File: config.mk
export PLATFORM = sky130hd
export DESIGN_NAME = bb3_div
export DESIGN_NICKNAME = d
export VERILOG_FILES = /design/src/design/bb3_pkg.sv /design/src/design/bb3_div.sv
export SDC_FILE = /design/constraint.sdc
export NUM_CORES = 1
export LEC_CHECK = 0
export ABC_CLOCK_PERIOD_IN_PS = 4000
export BUFFER_PORTS_ARGS = -buffer_cell sky130_fd_sc_hd__buf_2
export CAP_MARGIN = 20
export CORE_MARGIN = 3
export CORE_UTILIZATION = 42
export DETAILED_ROUTE_END_ITERATION = 16
export SETUP_SLACK_MARGIN = 0.3
export SLEW_MARGIN = 20
export SYNTH_ARGS = -nofsm -noshare
export SYNTH_HDL_FRONTEND = slang
export SYNTH_SLANG_ARGS = --single-unit
File: constraint.sdc
create_clock -name clk_i -period 4 [get_ports clk_i]
set_clock_uncertainty 0.05 [all_clocks]
set_input_delay 0.8 -clock clk_i [delete_from_list [all_inputs] [get_ports clk_i]]
set_output_delay 0.8 -clock clk_i [all_outputs]
set_load 0.02 [all_outputs]
File: src/design/bb3_pkg.sv
// shared constants for the 3x3 rgb box blur
`default_nettype none
package bb3_pkg;
  localparam int unsigned MAX_WIDTH_DEF = 1024;
  localparam int unsigned HEIGHT_LIMIT  = 4096;
  localparam int unsigned CFG_W_BITS    = 11;
  localparam int unsigned CFG_H_BITS    = 13;
  localparam int unsigned ROW_BITS      = 13;
  localparam int unsigned PIX_BITS      = 24;
  localparam int unsigned SUM_BITS      = 12;
  localparam int unsigned NUM_BITS      = 13;
  localparam int unsigned DEN_BITS      = 5;
  localparam int unsigned CNT_BITS      = 4;
  localparam int unsigned LANES         = 3;
  localparam logic REG_WIDTH  = 1'b0;
  localparam logic REG_HEIGHT = 1'b1;
endpackage
`default_nettype wire

File: src/design/bb3_div.sv
// three lane restoring divider, one quotient bit per cycle
`default_nettype none
module bb3_div
  import bb3_pkg::*;
(
  input  wire logic                clk_i,
  input  wire logic                rst_ni,
  input  wire logic                start_i,
  input  wire logic [NUM_BITS-1:0] num_i [LANES],
  input  wire logic [DEN_BITS-1:0] den_i,
  output logic                     busy_o,
  output logic [7:0]               quot_o [LANES]
);
  localparam int unsigned STEP_W = $clog2(NUM_BITS + 1);

  logic [STEP_W-1:0]   step_q;
  logic [DEN_BITS-1:0] den_q;
  logic [NUM_BITS-1:0] n_q [LANES];
  logic [NUM_BITS-1:0] quo_q [LANES];
  logic [DEN_BITS:0]   rem_q [LANES];
  logic [DEN_BITS:0]   trial [LANES];
  logic                fit [LANES];

  assign busy_o = (step_q != '0);

  always_comb begin
    for (int l = 0; l < LANES; l++) begin
      trial[l]  = {rem_q[l][DEN_BITS-1:0], n_q[l][NUM_BITS-1]};
      fit[l]    = (trial[l] >= {1'b0, den_q});
      quot_o[l] = quo_q[l][7:0];
    end
  end

  always_ff @(posedge clk_i or negedge rst_ni) begin
    if (!rst_ni) begin
      step_q <= '0;
    end else if (start_i) begin
      step_q <= STEP_W'(NUM_BITS);
    end else if (busy_o) begin
      step_q <= step_q - 1'b1;
    end
  end

  always_ff @(posedge clk_i) begin
    if (start_i) begin
      den_q <= den_i;
      for (int l = 0; l < LANES; l++) begin
        n_q[l]   <= num_i[l];
        rem_q[l] <= '0;
        quo_q[l] <= '0;
      end
    end else if (busy_o) begin
      for (int l = 0; l < LANES; l++) begin
        n_q[l]   <= {n_q[l][NUM_BITS-2:0], 1'b0};
        rem_q[l] <= fit[l] ? (trial[l] - {1'b0, den_q}) : trial[l];
        quo_q[l] <= {quo_q[l][NUM_BITS-2:0], fit[l]};
      end
    end
  end
endmodule
`default_nettype wire

# --- Word-level counts from Yosys, hierarchy flattened ---
# Memory sizes are Yosys's and may differ from the RTL's.
# Cells that the tools add are included.
word_totals:
  regBits: 9
  ram_bits: 96
  in_bits: 47
  out_inout_bits: 25
  elab_cells: 42
  memories: 3
op_classes:
  addsub: 4
  order_cmp: 3
  mux: 19
  bitwise_logic: 9
  n_reduce_logical: 2
memory_table:
  columns: ["name", "words", "word_bits", "rd", "rd_clocked_by_memory_dff", "write_ports", "line_no", "source"]
  rows:
  - ["n_q", 3, 13, 3, 0, 3, "bb3_div.sv:18", "logic [NUM_BITS-1:0] n_q [LANES];"]
  - ["quo_q", 3, 13, 3, 0, 3, "bb3_div.sv:19", "logic [NUM_BITS-1:0] quo_q [LANES];"]
  - ["rem_q", 3, 6, 3, 0, 3, "bb3_div.sv:20", "logic [DEN_BITS:0] rem_q [LANES];"]
ops:
  columns: ["cell", "n"]
  rows:
  - ["13-bit two-way mux", 6]
  - ["6-bit two-way mux", 6]
  - ["6-bit by 5-bit greater-or-equal comparator with 1-bit output", 3]
  - ["6-bit by 5-bit subtractor with 6-bit output", 3]
  - ["1-bit bitwise OR", 9]
  - ["4-bit two-way mux", 2]
  - ["1-bit two-way mux", 5]
  - ["4-bit nonzero test", 1]
  - ["4-bit by 1-bit subtractor with 4-bit output (second input constant)", 1]
  - ["2-bit nonzero test", 1]

# --- Logic depth before layout (Yosys ltp) ---
# Gate-level depths: netlist (run 1).
logic_depth:
  ltp_word: 5
  depth_mapped: 8
  ltp_nobuf: 8

# --- Worst setup path before layout (run 1) ---
# No wires, ideal clock.
synth_path:
  kind: "input-to-reg"
  startpoint: "in start_i"
  endpoint: "mem n_q[0][0], enable pin"
  setup_ns: 0.450
  arrival_time_ns: 2.705
  required_time_ns: 3.500
  setup_slack_ns: 0.795
  stages: 1
  n_path_buf: 0
  cell_sequence: "nand2b_1"
synth_lines:
  columns: ["element", "line_no", "source"]
  rows:
  - ["start, declared", "bb3_div.sv:8", "input wire logic start_i,"]
  - ["end, declared", "bb3_div.sv:18", null]

# --- Final worst setup path (run 1) ---
layout_path:
  startpoint: "reg step_q[0]"
  endpoint: "out busy_o"
layout_via:
  elab_chain_cells: 1
layout_rtl:
  columns: ["element", "line_no", "source"]
  rows:
  - ["start, declared", "bb3_div.sv:16", "logic [STEP_W-1:0] step_q;"]
  - ["start signal, assigned", "bb3_div.sv:38", "step_q <= STEP_W'(NUM_BITS);"]
  - ["start signal, assigned", "bb3_div.sv:40", "step_q <= step_q - 1'b1;"]
  - ["4-bit nonzero test", "bb3_div.sv:24", "assign busy_o = (step_q != '0);"]
  - ["end, declared", "bb3_div.sv:11", "output logic busy_o,"]
# No other way between the ends.

==> results of run 1 <==
[kinds of logic after synthesis]
| logic type | Yosys count |
|---|---|
| and+or+nand+nor | 175 |
| adders and majority gates | 20 |
| xor gates and xnor gates | 10 |
| muxes | 3 |
| buffers and inverters | 31 |
| DFF | 87 |
| AOI/OAI and AO/OA | 29 |
[metrics by stage]
step	utilization	area, um^2	total power [mW]	cells	setup slack, ps
CTS	0.514	4820	2.55	562	1310
detailed placement	0.488	4580	1.80	546	1570
global placement	0.488	4580	1.78	546	1600
finish	0.514	4820	2.52	562	1370
floorplan	-	4100	1.66	355	795
global route	0.514	4820	2.68	562	1190
[synth_stat cells (4+ instances only)]
cell	instances
buf_2	5
nand2_1	124
nand3_1	6
and2_1	24
o22ai_1	6
nor2_1	14
inv_1	19
edfxtp_1	83
a211oi_1	7
xnor2_1	9
a21oi_1	8
dfrtp_1	4
ha_1	17
[layout make-up]
cell class / instances / area, um^2
timing repair buffer: 74 / 378
inverter: 19 / 71.3
clock buffer: 9 / 124
clock inverter: 7 / 119
multi-input combinational: 237 / 1370
tap: 129 / 161
fill: 894 / 4550
sequential: 87 / 2590
[state kept, by name, indices dropped and copies added, names as in the netlist]
signal / flops
rem_q: 15
quo_q: 24
step_q: 4
n_q: 39
den_q: 5
[power by group]
group / total (mW) / switching (mW) / internal (mW)
clock network: 0.745 / 0.327 / 0.418
registers: 1.20 / 0.0575 / 1.14
logic: 0.579 / 0.329 / 0.250
total: 2.52 / 0.714 / 1.81
[worst reg2reg max path: stages, from the launching register on]
cell      delay [ps]
dfrtp_1          390
inv_1            100
ha_1             180
nor3b_4          410
nand2b_4         610
[worst max path at each step]
stage	startpoint	endpoint	slack (ps)	cells after the start
6_report	step_q[0]$_DFFE_PN0P_	busy_o	1370	5
5_1_grt	step_q[0]$_DFFE_PN0P_	busy_o	1190	5
4_1_cts	step_q[0]$_DFFE_PN0P_	busy_o	1310	5
3_5_place_dp	start_i	quo_q[0][28]$_SDFFCE_PP0P_	1570	2
3_3_place_gp	start_i	quo_q[0][29]$_SDFFCE_PP0P_	1600	2
2_1_floorplan	start_i	n_q[0][0]$_SDFFCE_PN0P_	800	1
[routing by layer]
| layer | global-route usage | routed length, um |
|---|---|---|
| met5 | 0 | 0 |
| met4 | 0.0478 | 105 |
| met3 | 0.0340 | 347 |
| met2 | 0.213 | 3250 |
| met1 | 0.182 | 3430 |
==> flow_metrics.env, run 1 <==
export IMPL_status="completed"
export IMPL_mostFrequentLayoutCell="nand2_1"
export IMPL_synth_top_family_by_area="simple AND/OR/NAND/NOR gates"
export IMPL_start_util=0.438
export IMPL_hold_class="primary input to async pin"
export IMPL_synthToLayoutAreaGrowth_pct=17.4
export IMPL_power_static_leakage_nw=2.28
export IMPL_crit_top_cell="inv_1"
export IMPL_synthMuxAreaShare=0.00732
export IMPL_routedWlPerCell_um=12.7
export IMPL_cts_path_max_buffers=2
export IMPL_antenna_cells=0
export IMPL_io_pins=72
export IMPL_ys_seq_area_frac=0.632
export IMPL_synth_area_leader_cell="edfxtp_1"
export IMPL_drtIter0Drc=118
export IMPL_rows=35
export IMPL_period_minus_slack_ps=2630
export IMPL_ys_ff_latch=87
export IMPL_wirelength_mm=7.13
export IMPL_final_nets=495
export IMPL_setup_viol=0
export IMPL_crit_buf_inv=3
export IMPL_crit_type="register to output pin"
export IMPL_synth_area_top_cells="edfxtp_1 61%, nand2_1 11%, ha_1 5.2%"
export IMPL_synthCells=355
export IMPL_tightest_slew_ps=1040
export IMPL_clk_insertion_delay_late_ps=350
export IMPL_gr_usage_all_layers=0.135
export IMPL_dr_pass1_iters=4
export IMPL_synth_top_area_share=0.607
export IMPL_grt_pass1_vias=2616
export IMPL_numCtsBuffers=9
export IMPL_maxCapViolCount=0
export IMPL_htree_levels=3
export IMPL_dr_total_vias=2673
export IMPL_timing_rr_start="step_q[0]$_DFFE_PN0P_"
export IMPL_via_per_inst=4.76
export IMPL_maxSlewViolCount=0
export IMPL_synth_xor_xnor_area_share=0.0213
export IMPL_ctsResizeCount=0
export IMPL_synth_compound_area_frac=0.0518
export IMPL_synth_nets=422
export IMPL_netlist_area_um2=4100
export IMPL_async_flop_share=0.0460
export IMPL_clk_pin_slew_ps=80
export IMPL_antenna_found_initial=0
export IMPL_critical_path_top_delay_family="buffers and inverters"
export IMPL_cts_root_buf="clkbuf_8"
export IMPL_holdWs_ps=189
export IMPL_clock_sinks=87
export IMPL_postCtsSetupRepairBufs=0
export IMPL_grt_overflow=0
export IMPL_drive_gt1_frac=0.219
export IMPL_cp_arrival_ps=1780
export IMPL_ir_drop_uv=253
export IMPL_r2r_cells=4
export IMPL_rsz0062_at_grt="false"
export IMPL_post_dp_hpwl_mm=4.70
export IMPL_hold_viol=0
export IMPL_worst_path_largest_cell_delay_ps=410
export IMPL_synthFlopType="edfxtp_1"
export IMPL_r2r_end="quo_q[0][4]$_SDFFCE_PP0P_"
export IMPL_cts_tree="yes"
export IMPL_crit_chain="inv_1, ha_1, nor3b_4, inv_1, buf_2"
export IMPL_post_synth_cell_area_avg_um2=11.6
export IMPL_final_cell_mix="124 x nand2_1, 83 x edfxtp_1, 71 x buf_2"
export IMPL_rrSetupSlack_ps=1700
export IMPL_core_area_um2=9370
export IMPL_crit_required_ps=3150
export IMPL_grt_max_degree=79
export IMPL_drc=0
export IMPL_dieArea_um2=11000
export IMPL_die_w_um=105
export IMPL_postCtsHoldBufs=0
export IMPL_tns_ps=0
export IMPL_synth_simple_area_share=0.184
export IMPL_grt_first_pass_wirelength_mm=11.9
export IMPL_yosys_warnings=0
export IMPL_crit_slowest_cell="nor3b_4"
export IMPL_critPathCaptureType="output pin"
export IMPL_yosys_area_share_adder=0.0665
export IMPL_synth_edff_count=83
export IMPL_synth_cell_type_count=30
export IMPL_fp_dieH_um=105
export IMPL_postRouteAntennaNets=0
export IMPL_max_clock_freq_ghz=0.380
export IMPL_power_density_nw_per_um2=523
export IMPL_gp_congestion=0.747
export IMPL_post_route_period_util=0.659
export IMPL_portBuffers=71
export IMPL_cp_start_kind="register"
export IMPL_crit_fanout=6
export IMPL_relSlewSlack=0.304
(Power assumes the default switching activity.)
==> run 2, diff against run 1 <==
--- a/config.mk
+++ b/config.mk
@@ -5,12 +5,13 @@
 export SDC_FILE = /design/constraint.sdc
 export NUM_CORES = 1
 export LEC_CHECK = 0
-export ABC_CLOCK_PERIOD_IN_PS = 4000
+export ABC_CLOCK_PERIOD_IN_PS = 2300
 export BUFFER_PORTS_ARGS = -buffer_cell sky130_fd_sc_hd__buf_2
 export CAP_MARGIN = 20
 export CORE_MARGIN = 3
 export CORE_UTILIZATION = 42
 export DETAILED_ROUTE_END_ITERATION = 16
+export PLACE_DENSITY = 0.65
 export SETUP_SLACK_MARGIN = 0.3
 export SLEW_MARGIN = 20
 export SYNTH_ARGS = -nofsm -noshare
==> constraint.sdc (replaced) <==
create_clock -name clk_i -period 2.3 [get_ports clk_i]
set_clock_uncertainty 0.05 [all_clocks]
set_input_delay 0.46 -clock clk_i [delete_from_list [all_inputs] [get_ports clk_i]]
set_output_delay 0.46 -clock clk_i [all_outputs]
set_load 0.02 [all_outputs]
==> flow_metrics.env, run 2 (same netlist as run 1, synthesis figures left out) <==
export IMPL_status="completed"
export IMPL_post_route_period_util=0.907
export IMPL_cts_path_max_buffers=2
export IMPL_final_area_um2=5100
export IMPL_power_density_nw_per_um2=857
export IMPL_grt_pass1_vias=2664
export IMPL_grt_max_degree=49
export IMPL_timing_rr_start="n_q[0][12]$_DFFE_PP_"
export IMPL_postRouteAntennaNets=0
export IMPL_cts_root_buf="clkbuf_8"
export IMPL_drtIter0Drc=99
export IMPL_start_util=0.438
export IMPL_dr_pass1_iters=4
export IMPL_largest_register_ffs=39
export IMPL_antenna_cells=0
export IMPL_maxSlewViolCount=0
export IMPL_drc=0
export IMPL_synthToLayoutAreaGrowth_pct=24.3
export IMPL_clock_sinks=87
export IMPL_rrSetupSlack_ps=210
export IMPL_htree_levels=3
export IMPL_maxCapViolCount=0
export IMPL_grt_overflow=0
export IMPL_grt_first_pass_wirelength_mm=12.5
export IMPL_gp_congestion=0.875
export IMPL_portBuffers=71
export IMPL_cp_arrival_ps=2140
export IMPL_dieArea_um2=11000
export IMPL_routedWlPerCell_um=13.6
export IMPL_r2r_cells=8
export IMPL_wirelength_mm=7.91
export IMPL_setup_viol=0
export IMPL_via_per_inst=4.74
export IMPL_crit_type="register to register"
export IMPL_ir_drop_uv=378
export IMPL_hold_path_end="den_q[4]$_DFFE_PP_"
export IMPL_crit_fanout=7
export IMPL_max_clock_freq_ghz=0.479
export IMPL_gr_usage_all_layers=0.143
export IMPL_relSlewSlack=0.712
export IMPL_rows=35
export IMPL_final_cell_mix="122 x nand2_1, 83 x edfxtp_1, 70 x buf_2"
export IMPL_period_minus_slack_ps=2090
export IMPL_dr_total_vias=2752
export IMPL_gr_max_usage_layer="met2"
export IMPL_use_met3=0.0519
export IMPL_place_area_um2=4660
export IMPL_tns_ps=0
export IMPL_antenna_found_initial=0
export IMPL_post_dp_hpwl_mm=4.96
export IMPL_met2_usage=0.217
export IMPL_post_route_util=0.544
export IMPL_reg_largest_list="n_q (39), quo_q (24), rem_q (15)"
export IMPL_clk_pin_slew_ps=80
export IMPL_crit_required_ps=2360
export IMPL_final_nets=514
export IMPL_hold_viol=0
export IMPL_tightest_slew_ps=432
export IMPL_numCtsBuffers=9
export IMPL_hold_start="den_i[4]"
export IMPL_power_static_leakage_nw=2.36
export IMPL_regMostFlops="n_q"
export IMPL_fp_dieH_um=105
export IMPL_mostFrequentLayoutCell="nand2_1"
export IMPL_cts_tree="yes"
export IMPL_core_area_um2=9370
export IMPL_critPathCaptureType="register"
export IMPL_io_pins=72
export IMPL_clk_insertion_delay_late_ps=350
export IMPL_die_w_um=105
export IMPL_rsz0062_at_grt="true"
export IMPL_cp_start_kind="register"
export IMPL_hold_path_cell_count=1
export IMPL_drive_gt1_frac=0.290
export IMPL_hold_class="primary input to register"
export IMPL_grt_use_met1=0.195
export IMPL_r2r_end="rem_q[0][1]$_SDFFCE_PP0P_"
run 2: power breakdown:
part           internal, mW  switching, mW
clock                 0.493          0.520
sequential             1.98          0.117
combinational         0.577          0.678
run 2: per-stage QoR:
stage                     power [mW]  instances  hold slack (ps)  worst slack (ps)
after floorplan                 2.88        355              114               409
after global routing            4.65        581              208               115
after detailed placement        3.14        549              222               223
after global placement          3.11        549              220               321
after CTS                       4.23        575              219               268
final                           4.37        581              232               214
run 2: layout make-up:
class                   count  area [um^2]
clock inverters             5         48.8
flip-flops and latches     87         2590
clock buffers              11          131
repair buffers             92          584
inverters                  19         75.1
well taps                 129          161
fillers                   860         4270
multi-input cells         238         1510
run 2: worst max-delay path, cell delays in order, from the launching register on:
cell and delay (ps):
edfxtp_1 420, inv_1 90, ha_2 170, inv_2 50, fa_2 410, a21oi_2 190
o221ai_4 200, mux2i_1 210, nor2_1 50
run 2: worst max path at each step:
stage | from | to | slack (ps) | cells after the start
finish | n_q[0][12]$_DFFE_PP_ | rem_q[0][1]$_SDFFCE_PP0P_ | 210 | 8
global placement | n_q[0][38]$_DFFE_PP_ | rem_q[0][15]$_SDFFCE_PP0P_ | 320 | 8
detailed placement | n_q[0][25]$_DFFE_PP_ | rem_q[0][9]$_SDFFCE_PP0P_ | 220 | 8
floorplan | n_q[0][38]$_DFFE_PP_ | rem_q[0][15]$_SDFFCE_PP0P_ | 410 | 8
global route | n_q[0][12]$_DFFE_PP_ | rem_q[0][1]$_SDFFCE_PP0P_ | 110 | 8
CTS | step_q[0]$_DFFE_PN0P_ | busy_o | 270 | 5
run 2: per-layer routing:
layer / vias up / wire length (um) / share of wire
met1: 1272 / 3580 / 0.45
met2: 73 / 3830 / 0.48
met5: - / 0 / 0
met3: 9 / 427 / 0.054
li1: 1398 / - / -
met4: 0 / 70 / 0.0089
run 2: what timing repair did:
action | in CTS | in global routing
hold buffers | 1 | 0
hold endpoints to repair | 4 | 0
buffers inserted | 8 | 6
gates cloned | 1 | 0
pin swaps | 4 | 8
endpoints found under the setup margin | 16 | 35
gates resized for setup | 2 | 28
==> run 3, diff against run 2 <==
--- a/config.mk
+++ b/config.mk
@@ -10,6 +10,7 @@
 export CAP_MARGIN = 20
 export CORE_MARGIN = 3
 export CORE_UTILIZATION = 42
+export CTS_BUF_LIST = sky130_fd_sc_hd__clkbuf_4
 export DETAILED_ROUTE_END_ITERATION = 16
 export PLACE_DENSITY = 0.65
 export SETUP_SLACK_MARGIN = 0.3
==> flow_metrics.env, run 3 (same netlist as run 1, synthesis figures left out) <==
export IMPL_status="completed"
export IMPL_crit_fanout=7
export IMPL_dr_pass1_iters=4
export IMPL_tns_ps=0
export IMPL_final_nets=518
export IMPL_clk_pin_slew_ps=130
export IMPL_hold_start="den_i[1]"
export IMPL_hold_path_cell_count=1
export IMPL_hold_path_end="den_q[1]$_DFFE_PP_"
export IMPL_maxCapViolCount=0
export IMPL_mostFrequentLayoutCell="nand2_1"
export IMPL_power_static_leakage_nw=2.37
export IMPL_post_route_period_util=0.881
export IMPL_grt_pass1_vias=2676
export IMPL_rrSetupSlack_ps=270
export IMPL_clk_insertion_delay_late_ps=420
export IMPL_drc=0
export IMPL_post_dp_hpwl_mm=4.96
export IMPL_maxSlewViolCount=0
export IMPL_die_w_um=105
export IMPL_max_clock_freq_ghz=0.494
export IMPL_numCtsBuffers=9
export IMPL_timing_rr_start="den_q[1]$_DFFE_PP_"
export IMPL_placed_cells=549
export IMPL_stdcell_count=585
export IMPL_regMostFlops="n_q"
export IMPL_cts_tree="yes"
export IMPL_tightest_slew_ps=443
export IMPL_synthToLayoutAreaGrowth_pct=24.0
export IMPL_period_minus_slack_ps=2030
export IMPL_antenna_found_initial=0
export IMPL_r2r_cells=6
export IMPL_gr_usage_all_layers=0.141
export IMPL_largest_register_ffs=39
export IMPL_rows=35
export IMPL_setup_viol=0
export IMPL_hold_class="primary input to register"
export IMPL_relSlewSlack=0.705
export IMPL_gp_congestion=0.875
export IMPL_grt_first_pass_wirelength_mm=12.4
export IMPL_dr_total_vias=2809
export IMPL_clock_sinks=87
export IMPL_crit_type="register to register"
export IMPL_grt_max_degree=49
export IMPL_hold_viol=0
export IMPL_htree_levels=3
export IMPL_reg_largest_list="n_q (39), quo_q (24), rem_q (15)"
export IMPL_cts_path_max_buffers=2
export IMPL_ir_drop_uv=403
export IMPL_power_density_nw_per_um2=828
export IMPL_drtIter0Drc=141
export IMPL_antenna_cells=0
export IMPL_drive_gt1_frac=0.300
export IMPL_fp_dieH_um=105
export IMPL_cp_start_kind="register"
export IMPL_critPathCaptureType="register"
export IMPL_start_util=0.438
export IMPL_dieArea_um2=11000
export IMPL_via_per_inst=4.80
export IMPL_final_cell_mix="122 x nand2_1, 83 x edfxtp_1, 70 x buf_2"
export IMPL_r2r_end="rem_q[0][7]$_SDFFCE_PP0P_"
export IMPL_rsz0062_at_grt="true"
export IMPL_grt_overflow=0
export IMPL_cp_arrival_ps=2160
export IMPL_wirelength_mm=7.93
export IMPL_core_area_um2=9370
export IMPL_portBuffers=71
export IMPL_cts_root_buf="clkbuf_4"
export IMPL_io_pins=72
export IMPL_routedWlPerCell_um=13.6
export IMPL_postRouteAntennaNets=0
export IMPL_crit_required_ps=2430
-- run 3: changes by cell type in the layout (fill, tap and decap cells not counted), moves of 2 or more --
cell      delta
clkbuf_4    +11
clkbuf_8     -9
buf_4        +2
clkbuf_1     -2
-- run 3: worst max-delay path by stage --
stage	start	to
final	den_q[1]$_DFFE_PP_	rem_q[0][7]$_SDFFCE_PP0P_
after global routing	n_q[0][12]$_DFFE_PP_	rem_q[0][1]$_SDFFCE_PP0P_
after CTS	step_q[1]$_DFFE_PN0P_	busy_o
after detailed placement	n_q[0][25]$_DFFE_PP_	rem_q[0][9]$_SDFFCE_PP0P_
after global placement	n_q[0][38]$_DFFE_PP_	rem_q[0][15]$_SDFFCE_PP0P_
after floorplan	n_q[0][38]$_DFFE_PP_	rem_q[0][15]$_SDFFCE_PP0P_
-- run 3: cell type report --
class,instances,area (um^2)
Clock buffer,11,82.6
Inverter,19,75.1
Timing Repair Buffer,96,631
Clock inverter,5,48.8
Fill cell,870,4280
Tap cell,129,161
Sequential cell,87,2590
Multi-Input combinational cell,238,1500
-- run 3: worst max-delay path, stage by stage, from the launching register on --
cell	delay, ps
edfxtp_1	420
clkinvlp_4	220
ha_1	420
a21oi_4	80
o221ai_4	310
mux2i_1	230
nor2_1	60
-- run 3: report_power, final --
group          total (mW)  internal [mW]  switching, mW
Sequential           2.10           1.98          0.113
Clock               0.841          0.347          0.494
Combinational        1.28          0.586          0.691
-- run 3: metrics by stage --
step	cell area, um^2	hold slack (ps)	utilization	total power [mW]	setup slack (ps)
2_1_floorplan	4110	114	-	2.88	409
3_3_place_gp	4660	220	0.497	3.11	321
3_5_place_dp	4660	222	0.497	3.14	223
4_1_cts	4880	136	0.521	4.05	264
5_1_grt	5090	110	0.543	4.48	154
6_report	5090	167	0.543	4.21	274
-- run 3: repair_timing --
item | in CTS | in global routing
buffers inserted | 8 | 10
hold endpoints to repair | 4 | 0
cloned | 1 | 0
hold buffers | 1 | 0
setup endpoints to repair | 16 | 55
resized for setup | 6 | 25
pin swaps | 4 | 11
-- run 3: routing by layer --
layer / GRT usage / wire, um / vias to the layer above
met5: 0 / 0 / -
met4: 0.0412 / 134 / 0
met3: 0.0401 / 386 / 16
met2: 0.218 / 3760 / 70
met1: 0.195 / 3650 / 1312
li1: - / - / 1411
